## src/hw/rtl/brbq_pkg.sv

```systemverilog
// ----------------------------------------------------------------------------
// brbq_pkg: shared types and codes for the byte ring buffer queue
// Opcodes, status codes, command kinds and the command record that the
// front part hands to the back part through the command queue.
// ----------------------------------------------------------------------------
package brbq_pkg;

    // Input opcodes.
    localparam logic [2:0] OP_PUT    = 3'd0;
    localparam logic [2:0] OP_GET    = 3'd1;
    localparam logic [2:0] OP_PEEK   = 3'd2;
    localparam logic [2:0] OP_REMOVE = 3'd3;
    localparam logic [2:0] OP_CLEAR  = 3'd4;

    // Result status codes.
    localparam logic [1:0] ST_OK    = 2'd0;
    localparam logic [1:0] ST_FULL  = 2'd1;
    localparam logic [1:0] ST_EMPTY = 2'd2;

    // What the back part does with a command.
    localparam logic [1:0] KIND_SINGLE = 2'd0;
    localparam logic [1:0] KIND_WRITE  = 2'd1;
    localparam logic [1:0] KIND_READ   = 2'd2;

    // Field widths fixed by the interface.
    localparam int BEATS_W = 7;
    localparam int COUNT_W = 11;

    // Depth of the command queue between front and back.
    localparam int CMDQ_DEPTH = 4;

    // One classified command: everything except the store address.
    typedef struct packed {
        logic [1:0]         kind;
        logic [7:0]         data_byte;
        logic [BEATS_W-1:0] beats;
        logic [1:0]         status;
        logic [COUNT_W-1:0] used_count;
        logic [COUNT_W-1:0] free_count;
    } cmd_t;

    // Metadata of one result beat waiting for its store read.
    typedef struct packed {
        logic               is_read;
        logic               last;
        logic [1:0]         status;
        logic [COUNT_W-1:0] used_count;
        logic [COUNT_W-1:0] free_count;
    } beat_t;

endpackage

```

## src/hw/rtl/brbq_cmd_fifo.sv

```systemverilog
// ----------------------------------------------------------------------------
// brbq_cmd_fifo: short command queue between front and back
// A small register FIFO of classified commands with their store address.
// ----------------------------------------------------------------------------
module brbq_cmd_fifo #(
    parameter int ADDR_W = 10
) (
    input  logic              aclk,
    input  logic              aresetn,
    input  logic              push,
    input  brbq_pkg::cmd_t    push_cmd,
    input  logic [ADDR_W-1:0] push_addr,
    output logic              full,
    input  logic              pop,
    output logic              empty,
    output brbq_pkg::cmd_t    head_cmd,
    output logic [ADDR_W-1:0] head_addr
);

    import brbq_pkg::*;

    localparam int IW = $clog2(CMDQ_DEPTH);

    cmd_t              cmd_reg  [CMDQ_DEPTH];
    logic [ADDR_W-1:0] addr_reg [CMDQ_DEPTH];
    logic [IW-1:0]     wr_idx_reg, wr_idx_next;
    logic [IW-1:0]     rd_idx_reg, rd_idx_next;
    logic [IW:0]       fill_reg, fill_next;

    assign full      = (fill_reg == (IW+1)'(CMDQ_DEPTH));
    assign empty     = (fill_reg == '0);
    assign head_cmd  = cmd_reg[rd_idx_reg];
    assign head_addr = addr_reg[rd_idx_reg];

    // Index and fill level bookkeeping.
    always_comb begin
        wr_idx_next = wr_idx_reg;
        rd_idx_next = rd_idx_reg;
        fill_next   = fill_reg;
        if (push) begin
            wr_idx_next = (wr_idx_reg == IW'(CMDQ_DEPTH - 1)) ? '0 : wr_idx_reg + IW'(1);
        end
        if (pop) begin
            rd_idx_next = (rd_idx_reg == IW'(CMDQ_DEPTH - 1)) ? '0 : rd_idx_reg + IW'(1);
        end
        if (push && !pop) begin
            fill_next = fill_reg + (IW+1)'(1);
        end else if (pop && !push) begin
            fill_next = fill_reg - (IW+1)'(1);
        end
    end

    always_ff @(posedge aclk) begin
        if (!aresetn) begin
            wr_idx_reg <= '0;
            rd_idx_reg <= '0;
            fill_reg   <= '0;
        end else begin
            wr_idx_reg <= wr_idx_next;
            rd_idx_reg <= rd_idx_next;
            fill_reg   <= fill_next;
        end
    end

    // Entry storage.
    always_ff @(posedge aclk) begin
        if (push) begin
            cmd_reg[wr_idx_reg]  <= push_cmd;
            addr_reg[wr_idx_reg] <= push_addr;
        end
    end

endmodule

```

## config.mk

```make
export PLATFORM = sky130hd
export DESIGN_NAME = brbq_cmd_fifo
export DESIGN_NICKNAME = d
export VERILOG_FILES = /design/src/hw/rtl/brbq_pkg.sv /design/src/hw/rtl/brbq_cmd_fifo.sv
export SDC_FILE = /design/constraint.sdc
export NUM_CORES = 1
export LEC_CHECK = 0
export BUFFER_PORTS_ARGS = -buffer_cell sky130_fd_sc_hd__buf_4
export CORE_UTILIZATION = 50
export CTS_BUF_LIST = sky130_fd_sc_hd__clkbuf_16
export CTS_CLUSTER_SIZE = 8
export DETAILED_ROUTE_END_ITERATION = 8
export GPL_ROUTABILITY_DRIVEN = 0
export PLACE_DENSITY = 0.79
export SYNTH_ARGS = -nofsm -noshare
export SYNTH_HDL_FRONTEND = slang
export SYNTH_SLANG_ARGS = --single-unit
```

## constraint.sdc

```tcl
create_clock -name aclk -period 2.5 [get_ports aclk]
set_clock_uncertainty 0.1 [all_clocks]
set_input_delay 0.25 -clock aclk [delete_from_list [all_inputs] [get_ports aclk]]
set_output_delay 0.25 -clock aclk [all_outputs]
set_load 0.02 [all_outputs]
```

==> metrics.yaml <==
synth-seq-cells: 213
power_density_nw_per_um2: 826
worst-path-stages: 3
first_pass_iters: 5
switching_share_pct: 22.0
finalSetupViolations: 0
design.core.area_um2: 15300
detail_route.vias_per_cell: 5.18
h_tree_levels: 1
largest_register_ffs: 164
die_w_um: 128
timing.critical_path.buf_inv: 2
layout-drive-gt1-share_pct: 39.2
hold_path_depth: 2
std_cell_rows: 45
synth-main-ff-cell: "edfxtp_1"
synth_seq_area_share_pct: 80.1
design_area_um2: 10400
routed_wl_mm: 14.3
critPathMaxFanout: 24
setup.worst_path.start_class: "flop"
arrival_ns: 2.04
drc: 0
mappedNetlistNets: 373
tritoncts: "done"
r2r_cells: 4
layout.nets: 565
post_cts.repair.setup_buffers: 0
yosys.cell_count.top_type: "edfxtp_1"
whs_ns: 0.362
max_slew.worst_pin.slew_ns: 0.554
worst_hold_path_type: "primary input to flop"
clkPwrFrac_pct: 40.8
max_fclk_ghz: 0.418
cell_taking_the_most_area_after_synthesis: "edfxtp_1"
clk_sinks: 213
cpPeakStageDelay_ns: 0.55
detailroute.via_count: 3816
totalNegativeSetupSlack_ns: 0
p_int_uw: 6700
dp_hpwl_mm: 8.30
yosys_warnings: 0
dp.cells: 628
synthToLayoutAreaGrowth_pct: 32.1
worst_ir_drop_vdd_uv: 663
syn_avg_cell_area_um2: 25.3
first_global_vias: 4291
worstPathCellList: "buf_12 > mux4_2 > buf_4"
final.period_utilization_pct: 95.6
combinational_cell_fraction_of_total_power_pct: 10.9
clockBufferDepth: 3
track_usage_pct: 18.4
initial_core_util_pct: 51.4
timing_hold_violations_final: 0
power.share.sequential_pct: 48.3
synth_edf_count: 204
clockRootBuffer: "clkbuf_16"
clock_buffer_count_from_cts: 30
max_cap_check_violation_count: 0
floorplan.die.height_um: 128
synthTopCellsByArea: "edfxtp_1, mux4_2, dfxtp_1"
slowest_stage: "mux4_2"
crit_type: "flop to output pin"
wl_per_cell_um: 19.4
power.net_switching_uw: 1890
asyncSetResetFlopFracSynth_pct: 0
instances_no_fill: 737
max_slew_margin_pct: 63.1
report.final.slew_viol_count: 0
crit_required_ns: 2.15
numPortBuffers: 107
finalWorstPathRequiredPeriod_ns: 2.39
drt_iter0_markers: 210
worst_skew_pair.late_latency_ns: 0.51
post_synth_most_frequent_cells: "edfxtp_1, mux4_2, dfxtp_1"
post_place_instance_area_um2: 9010
design.die.area_um2: 16300
grt_setup_unrepaired: "no"
setup.worst_path.end_class: "output pin"
yosysTopAreaCellShare_pct: 77.8
total_leakage_power_uw: 0.00370
num_ports: 108
clk_pin_slew_worst_paths_ns: 0.05
grt_start_max_net_pins: 43
globalRouteOverflowTotal: 0
gate_family_responsible_for_the_most_delay_along_the_worst_path: "multiplexers"
insertedDiodeCount: 0
synthesis.instances: 311
outcome: "finished, final reports clean"
synthDistinctLibCells: 23
antenna_found_initial: 0
first_pass_grt_wire_length_mm: 22.5
mappedNetlistArea_um2: 7880
ant_nets: 0
## cell families after synthesis
logic type                 synth area share, %
DFF                                       80.1
muxes                                     15.1
buffers and inverters                     1.97
and+or+nand+nor                           1.14
adders and majority gates                 1.21
AOI/OAI and AO/OA                        0.254
xor gates and xnor gates                 0.222
## metal layers
metal / share of wire [%] / track usage (%) / up-vias
li1: - / - / 1711
met3: 4.4 / 4.10 / 21
met5: 0 / 0 / -
met4: 1.5 / 5.18 / 0
met1: 41 / 22.6 / 1978
met2: 53 / 32.9 / 106
## area by class of cell
class	instances	area, um^2
Fill cell	993	4910
Tap cell	211	264
Clock inverter	25	108
Sequential cell	213	6310
Clock buffer	30	751
Timing Repair Buffer	172	1540
Inverter	4	15.0
Multi-Input combinational cell	82	1420
## path summary, 6_finish.rpt
path | start | end | slack, ns
setup / recovery | flop | head_addr[6] | 0.11
setup reg to reg | wr_idx_reg[0] | cmd_reg[2][27] | 0.77
hold / removal | push_cmd[17] | cmd_reg[3][17] | 0.36
hold reg to reg | fill_reg[2] | fill_reg[2] | 0.45
## cells in the final DEF (no fill, tap or decap), drive strengths merged, types with 2 or more instances in the layout
| cell | n |
|---|---|
| edfxtp | 204 |
| buf | 118 |
| dlygate4sd3 | 54 |
| mux4 | 51 |
| clkbuf | 30 |
| inv | 27 |
| dfxtp | 9 |
| ha | 6 |
| nor2b | 5 |
| and2 | 5 |
| mux2i | 4 |
| nor3 | 2 |
| clkinv | 2 |
## through the flow
stage / util [%] / total power, uW / setup slack [ns]
2_1_floorplan: - / 4710 / 0.222
3_3_place_gp: 58.8 / 5070 / 0.631
3_5_place_dp: 58.8 / 5100 / 0.548
4_1_cts: 68.0 / 8690 / 0.0457
5_1_grt: 68.0 / 8900 / 0.00637
6_report: 68.0 / 8590 / 0.110
## power by group through the flow
stage	logic [uW]	clock network (uW)	registers, uW
finish	934	3510	4150
CTS	949	3590	4150
detailed placement	877	0	4220
floorplan	516	0	4200
global route	992	3740	4160
global placement	859	0	4210
## repair_timing
item	CTS	global route
hold buffers	54	0
gates resized for setup	0	0
hold endpoints to repair	213	0
(Power assumes the default switching activity.)
