[config.mk]
export PLATFORM = sky130hd
export DESIGN_NAME = brbq_front
export DESIGN_NICKNAME = d
export VERILOG_FILES = /design/src/hw/rtl/brbq_pkg.sv /design/src/hw/rtl/brbq_front.sv
export SDC_FILE = /design/constraint.sdc
export NUM_CORES = 1
export LEC_CHECK = 0
export BUFFER_PORTS_ARGS = -buffer_cell sky130_fd_sc_hd__buf_2
export CORE_MARGIN = 3
export CORE_UTILIZATION = 57
export DETAILED_ROUTE_END_ITERATION = 12
export GPL_ROUTABILITY_DRIVEN = 0
export PLACE_DENSITY_LB_ADDON = 0.05
export SYNTH_ARGS = -nofsm -noshare
export SYNTH_HDL_FRONTEND = slang
export SYNTH_SLANG_ARGS = --single-unit
export TNS_END_PERCENT = 100
[constraint.sdc]
create_clock -name aclk -period 6.2 [get_ports aclk]
set_input_delay 0 -clock aclk [delete_from_list [all_inputs] [get_ports aclk]]
set_output_delay 0 -clock aclk [all_outputs]
set_load 0.02 [all_outputs]
[src/hw/rtl/brbq_pkg.sv]
// ----------------------------------------------------------------------------
// brbq_pkg: shared types and codes for the byte ring buffer queue
// Opcodes, status codes, command kinds and the command record that the
// front part hands to the back part through the command queue.
// ----------------------------------------------------------------------------
package brbq_pkg;

    // Input opcodes.
    localparam logic [2:0] OP_PUT    = 3'd0;
    localparam logic [2:0] OP_GET    = 3'd1;
    localparam logic [2:0] OP_PEEK   = 3'd2;
    localparam logic [2:0] OP_REMOVE = 3'd3;
    localparam logic [2:0] OP_CLEAR  = 3'd4;

    // Result status codes.
    localparam logic [1:0] ST_OK    = 2'd0;
    localparam logic [1:0] ST_FULL  = 2'd1;
    localparam logic [1:0] ST_EMPTY = 2'd2;

    // What the back part does with a command.
    localparam logic [1:0] KIND_SINGLE = 2'd0;
    localparam logic [1:0] KIND_WRITE  = 2'd1;
    localparam logic [1:0] KIND_READ   = 2'd2;

    // Field widths fixed by the interface.
    localparam int BEATS_W = 7;
    localparam int COUNT_W = 11;

    // Depth of the command queue between front and back.
    localparam int CMDQ_DEPTH = 4;

    // One classified command: everything except the store address.
    typedef struct packed {
        logic [1:0]         kind;
        logic [7:0]         data_byte;
        logic [BEATS_W-1:0] beats;
        logic [1:0]         status;
        logic [COUNT_W-1:0] used_count;
        logic [COUNT_W-1:0] free_count;
    } cmd_t;

    // Metadata of one result beat waiting for its store read.
    typedef struct packed {
        logic               is_read;
        logic               last;
        logic [1:0]         status;
        logic [COUNT_W-1:0] used_count;
        logic [COUNT_W-1:0] free_count;
    } beat_t;

endpackage

[src/hw/rtl/brbq_front.sv]
// ----------------------------------------------------------------------------
// brbq_front: transaction acceptance and classification
// Owns the read pointer, write pointer and fill level, applies each input
// transaction to them at once and pushes a command for the back part.
// ----------------------------------------------------------------------------
module brbq_front #(
    parameter int DEPTH     = 1024,
    parameter int RESERVE   = 1,
    parameter int MAX_BURST = 64
) (
    input  logic                     aclk,
    input  logic                     aresetn,
    input  logic                     s_valid,
    output logic                     s_ready,
    input  logic [2:0]               s_opcode,
    input  logic [7:0]               s_data_byte,
    input  logic [6:0]               s_count,
    input  logic                     q_full,
    output logic                     q_push,
    output brbq_pkg::cmd_t           q_cmd,
    output logic [$clog2(DEPTH)-1:0] q_addr
);

    import brbq_pkg::*;

    localparam int PW = $clog2(DEPTH);
    localparam int AW = ((PW > 7) ? PW : 7) + 1;
    localparam logic [AW-1:0] DEPTH_A   = AW'(DEPTH);
    localparam logic [AW-1:0] RESERVE_A = AW'(RESERVE);
    localparam logic [AW-1:0] BURST_A   = AW'(MAX_BURST);

    logic [PW-1:0] rp_reg, rp_next;
    logic [PW-1:0] wp_reg, wp_next;
    logic [PW-1:0] used_reg, used_next;

    logic [AW-1:0] used_a;
    logic [AW-1:0] cnt_a;
    logic [AW-1:0] cnt_sat;
    logic [AW-1:0] take;
    logic [AW-1:0] rp_sum;
    logic [AW-1:0] rp_wrap;
    logic [AW-1:0] wp_sum;
    logic [AW-1:0] wp_wrap;
    logic [AW-1:0] used_after;
    logic          room;
    logic          accept;

    assign s_ready = !q_full;
    assign accept  = s_valid && s_ready;
    assign q_push  = accept;

    // Operand preparation: saturated request and pointer increments.
    always_comb begin
        used_a  = AW'(used_reg);
        cnt_a   = AW'(s_count);
        cnt_sat = (cnt_a > BURST_A) ? BURST_A : cnt_a;
        take    = (cnt_sat > used_a) ? used_a : cnt_sat;
        room    = (used_a + RESERVE_A) < DEPTH_A;
        rp_sum  = AW'(rp_reg) + ((s_opcode == OP_GET) ? take : cnt_a);
        rp_wrap = (rp_sum >= DEPTH_A) ? (rp_sum - DEPTH_A) : rp_sum;
        wp_sum  = AW'(wp_reg) + AW'(1);
        wp_wrap = (wp_sum >= DEPTH_A) ? (wp_sum - DEPTH_A) : wp_sum;
    end

    // Classification and pointer update.
    always_comb begin
        rp_next          = rp_reg;
        wp_next          = wp_reg;
        used_after       = used_a;
        q_addr           = rp_reg;
        q_cmd.kind       = KIND_SINGLE;
        q_cmd.data_byte  = s_data_byte;
        q_cmd.beats      = BEATS_W'(1);
        q_cmd.status     = ST_OK;
        case (s_opcode)
            OP_PUT: begin
                q_addr = wp_reg;
                if (room) begin
                    q_cmd.kind = KIND_WRITE;
                    wp_next    = PW'(wp_wrap);
                    used_after = used_a + AW'(1);
                end else begin
                    q_cmd.status = ST_FULL;
                end
            end
            OP_GET, OP_PEEK: begin
                if (used_a == '0) begin
                    q_cmd.status = ST_EMPTY;
                end else if (take != '0) begin
                    q_cmd.kind  = KIND_READ;
                    q_cmd.beats = BEATS_W'(take);
                    if (s_opcode == OP_GET) begin
                        rp_next    = PW'(rp_wrap);
                        used_after = used_a - take;
                    end
                end
            end
            OP_REMOVE: begin
                if (cnt_a > used_a) begin
                    used_after = '0;
                end else begin
                    rp_next    = PW'(rp_wrap);
                    used_after = used_a - cnt_a;
                end
            end
            OP_CLEAR: begin
                used_after = '0;
            end
            default: begin
            end
        endcase
        // An empty queue returns both pointers to the start of the store.
        if (used_after == '0) begin
            rp_next = '0;
            wp_next = '0;
        end
        used_next        = PW'(used_after);
        q_cmd.used_count = COUNT_W'(used_after);
        q_cmd.free_count = ((used_after + RESERVE_A) >= DEPTH_A) ? '0 :
                           COUNT_W'(DEPTH_A - used_after - RESERVE_A);
    end

    // Pointer and fill level registers.
    always_ff @(posedge aclk) begin
        if (!aresetn) begin
            rp_reg   <= '0;
            wp_reg   <= '0;
            used_reg <= '0;
        end else if (accept) begin
            rp_reg   <= rp_next;
            wp_reg   <= wp_next;
            used_reg <= used_next;
        end
    end

    // The fill level never reaches into the reserved slots.
    a_used_bound: assert property (@(posedge aclk) disable iff (!aresetn)
        (AW'(used_reg) + RESERVE_A) <= DEPTH_A)
        else $error("fill level exceeds usable depth");

    // An empty queue always sits with both pointers at zero.
    a_empty_zero: assert property (@(posedge aclk) disable iff (!aresetn)
        (used_reg == '0) |-> (rp_reg == '0 && wp_reg == '0))
        else $error("empty queue with nonzero pointers");

    // The fill level agrees with the pointer distance.
    a_used_match: assert property (@(posedge aclk) disable iff (!aresetn)
        (wp_reg >= rp_reg) ? (used_reg == PW'(wp_reg - rp_reg))
                           : (AW'(used_reg) == (AW'(wp_reg) + DEPTH_A - AW'(rp_reg))))
        else $error("fill level and pointers disagree");

endmodule

==> impl_results.md <==
* Status: completed
* CTS root buf: clkbuf_8
* DRC Markers at 0
* Peak VDD IR at 0.154 mV
* Initial DRC Count at 391
* Layout area overhead at 10.4%
* Pin count of the biggest net entering global routing at 31
* Commonest non-fill, non-tap cells in the layout: 69 x nand2_1, 62 x nor2_1, 58 x buf_2
* Critical Path End Type: flop
* Min-Delay Path Class: input pin to primary output
* Period Utilization, post-route at 92.4%
* Sequential share of the synthesized area at 15.6%
* Clk_lat worst skew at 290 ps
* EDFF count, synth at 0
* Layout cells sized above 1 at 16.4%
* WP data arrival at 5870 ps
* Max-slew headroom at 23.7%
* RSZ-0062 raised after global routing: no
* Layout Skew at 9.85 ps
* First-pass GRT wire length at 19200 um
* FF+latch area at 601 um2
* Commonest non-fill, non-tap cell in the layout: nand2_1
* Nets at 655
* Worst-path fanout max at 21
* Synth Register Bits at 30
* Fillers at 593
* Port buffer count at 58
* Synthesis Warnings at 0
* Synthesized instance count at 558
* Die Y at 88.3 um
* Longest Clk Path Bufs at 2
* Crit path launch type: flop
* Total number of vias at 4426
* Number of H-tree levels at 2
* Cts hold-fix bufs at 0
* Initial Utilization at 59.7%
* Count of final hold-check violations at 0
* # IOs at 75
* RR Startpoint: used_reg[1]
* Initial antenna violation count at 0
* Worst EP required at 6340 ps
* N_diodes at 0
* Inserted Clock Buffers at 5
* Vias in the first global route at 3932
* Fin crit period at 5730 ps
* Primary FF master, synth: dfxtp_1
* Die Wd at 88.3 um
* Post-synth ARST share at 0%
* Post-DP HPWL at 9100 um
* Distinct cell type count after synthesis at 67
* Max_cap viols at 0
* CTS tree: built
* CTS Sinks at 30
* Worst hold start: s_data_byte[1]
* Multi-input logic area at 2940 um2
* Final setup viols at 0
* Setup tns final at 0 ps
* FMAX at 0.175 GHz
* Utilization of the core after routing at 66.0%
* Final antenna-violating net count at 0
* Global Route Usage Sum at 30.8%
* Core area at 6460 um2
* Power per Cell Area at 183 nW/um2
* CP startpoint: used_reg[1]
* Avg Cell Area, Syn at 6.92 um2
* Mapped cell area at 3860 um2
* Overall die area at 7790 um2
* Slew Viols, Final at 0
* Worst-Margin Slew at 1140 ps
* Core Rows at 29
* Pleak at 1.86 nW
* Grt ovf at 0
* Post-DR vias/cell at 6.56
* Clock-pin slew on the worst setup and hold paths at 70 ps
* Setup Crit Path Kind: flop to flop
* DRT Wirelength at 12000 um
* WL/cell at 17.8 um
* Drt first pass iters at 5
kinds of logic after synthesis:
logic type / Yosys count / share of synthesized area, %
AND/OR/NAND/NOR: 228 / 28.9
other: 1 / 0.0972
XOR/XNOR: 18 / 4.09
buffers and inverters: 77 / 8.56
flip-flops: 30 / 15.6
AO/OA/AOI/OAI: 165 / 29.7
multiplexers: 3 / 0.778
adder cells (fa/ha/maj): 36 / 12.3
stage by stage:
stage / cells / area (um2) / total power [mW] / setup slack [ps] / hold slack [ps]
2_1_floorplan: 559 / 3860 / 0.478 / 982 / 84.0
3_3_place_gp: 667 / 4150 / 0.559 / 555 / 0.255
3_5_place_dp: 667 / 4150 / 0.564 / 387 / 0.255
4_1_cts: 675 / 4260 / 0.766 / 353 / 0.255
5_1_grt: 675 / 4260 / 0.815 / 74.8 / 0.0324
6_report: 675 / 4260 / 0.778 / 473 / 0.0329
critical path, cell delays in order, from the launching register on:
cell and delay, ps:
dfxtp_1 530, inv_1 230, ha_1 350, nand3_1 80, o22a_1 220, and2_1 210
nand2_1 340, nor2_1 70, a31oi_1 240, inv_1 70, ha_1 200, fa_1 400
nor2b_1 160, o211a_1 190, o31a_1 140, nor3_1 50, and4_1 270, a2111oi_0 540
o211ai_1 150, or4_4 580, buf_4 260, o211ai_1 180, a21oi_1 100
final timing paths:
| path | depth (start not counted) | to | slack (ps) |
|---|---|---|---|
| worst min-delay path | 0 | q_cmd[32] | 0.03 |
| worst max register to register | 22 | rp_reg[5] | 470 |
| worst min register to register | 1 | rp_reg[9] | 490 |
| worst max-delay path | 22 | rp_reg[5] | 470 |
repair_timing:
| action | 4_1_cts | 5_1_grt |
|---|---|---|
| setup buffers | 0 | 0 |
| setup endpoints to repair | 0 | 13 |
| gates resized for setup | 0 | 1 |
layout make-up:
cell class                      count  area share, %
Inverter                           39           3.44
Sequential cell                    30           14.1
Clock buffer                        6           1.70
Timing Repair Buffer               69           8.75
Multi-Input combinational cell    452           68.9
Clock inverter                      2          0.881
Tap cell                           77           2.26
synthesized netlist by cell type, drive strengths merged (3+ instances only):
cell     count  area, um2
a31oi        3       18.8
dfxtp       30        601
fa           3       60.1
o211a        4       40.0
o22ai       10       62.6
mux2i        3       30.0
nand4       12       81.3
nand2       69        259
nor2        63        239
o21a         6       45.0
o21ai       22        118
and4         3       26.3
nor3        15       75.1
nand3b       7       52.6
o31a         4       35.0
clkbuf      21       78.8
xnor2       15        131
inv         38        143
a211oi      13       97.6
a211o        3       26.3
and2         6       37.5
ha          33        413
nor4         4       46.3
o2111ai      3       26.3
or2          8       50.1
buf         17        105
and3         7       43.8
xor2         3       26.3
a21oi       49        245
o211ai      19        148
a21o         4       30.0
nand2b       4       25.0
nor2b        5       31.3
a311oi       5       43.8
nand3       18       90.1
metal layers:
layer  vias to the layer above  part of all wire (%)  global-route usage [%]
met4                         0                   2.8                    10.2
met1                      2069                    40                    40.2
li1                       2085                     -                       -
met5                         -                     0                       0
met3                        37                   8.8                    3.72
met2                       235                    48                    52.8
where the power goes:
group / switching (mW) / internal (mW)
Sequential: 0.00890 / 0.197
Clock: 0.0849 / 0.120
Combinational: 0.237 / 0.130
(Power assumes the default switching activity.)
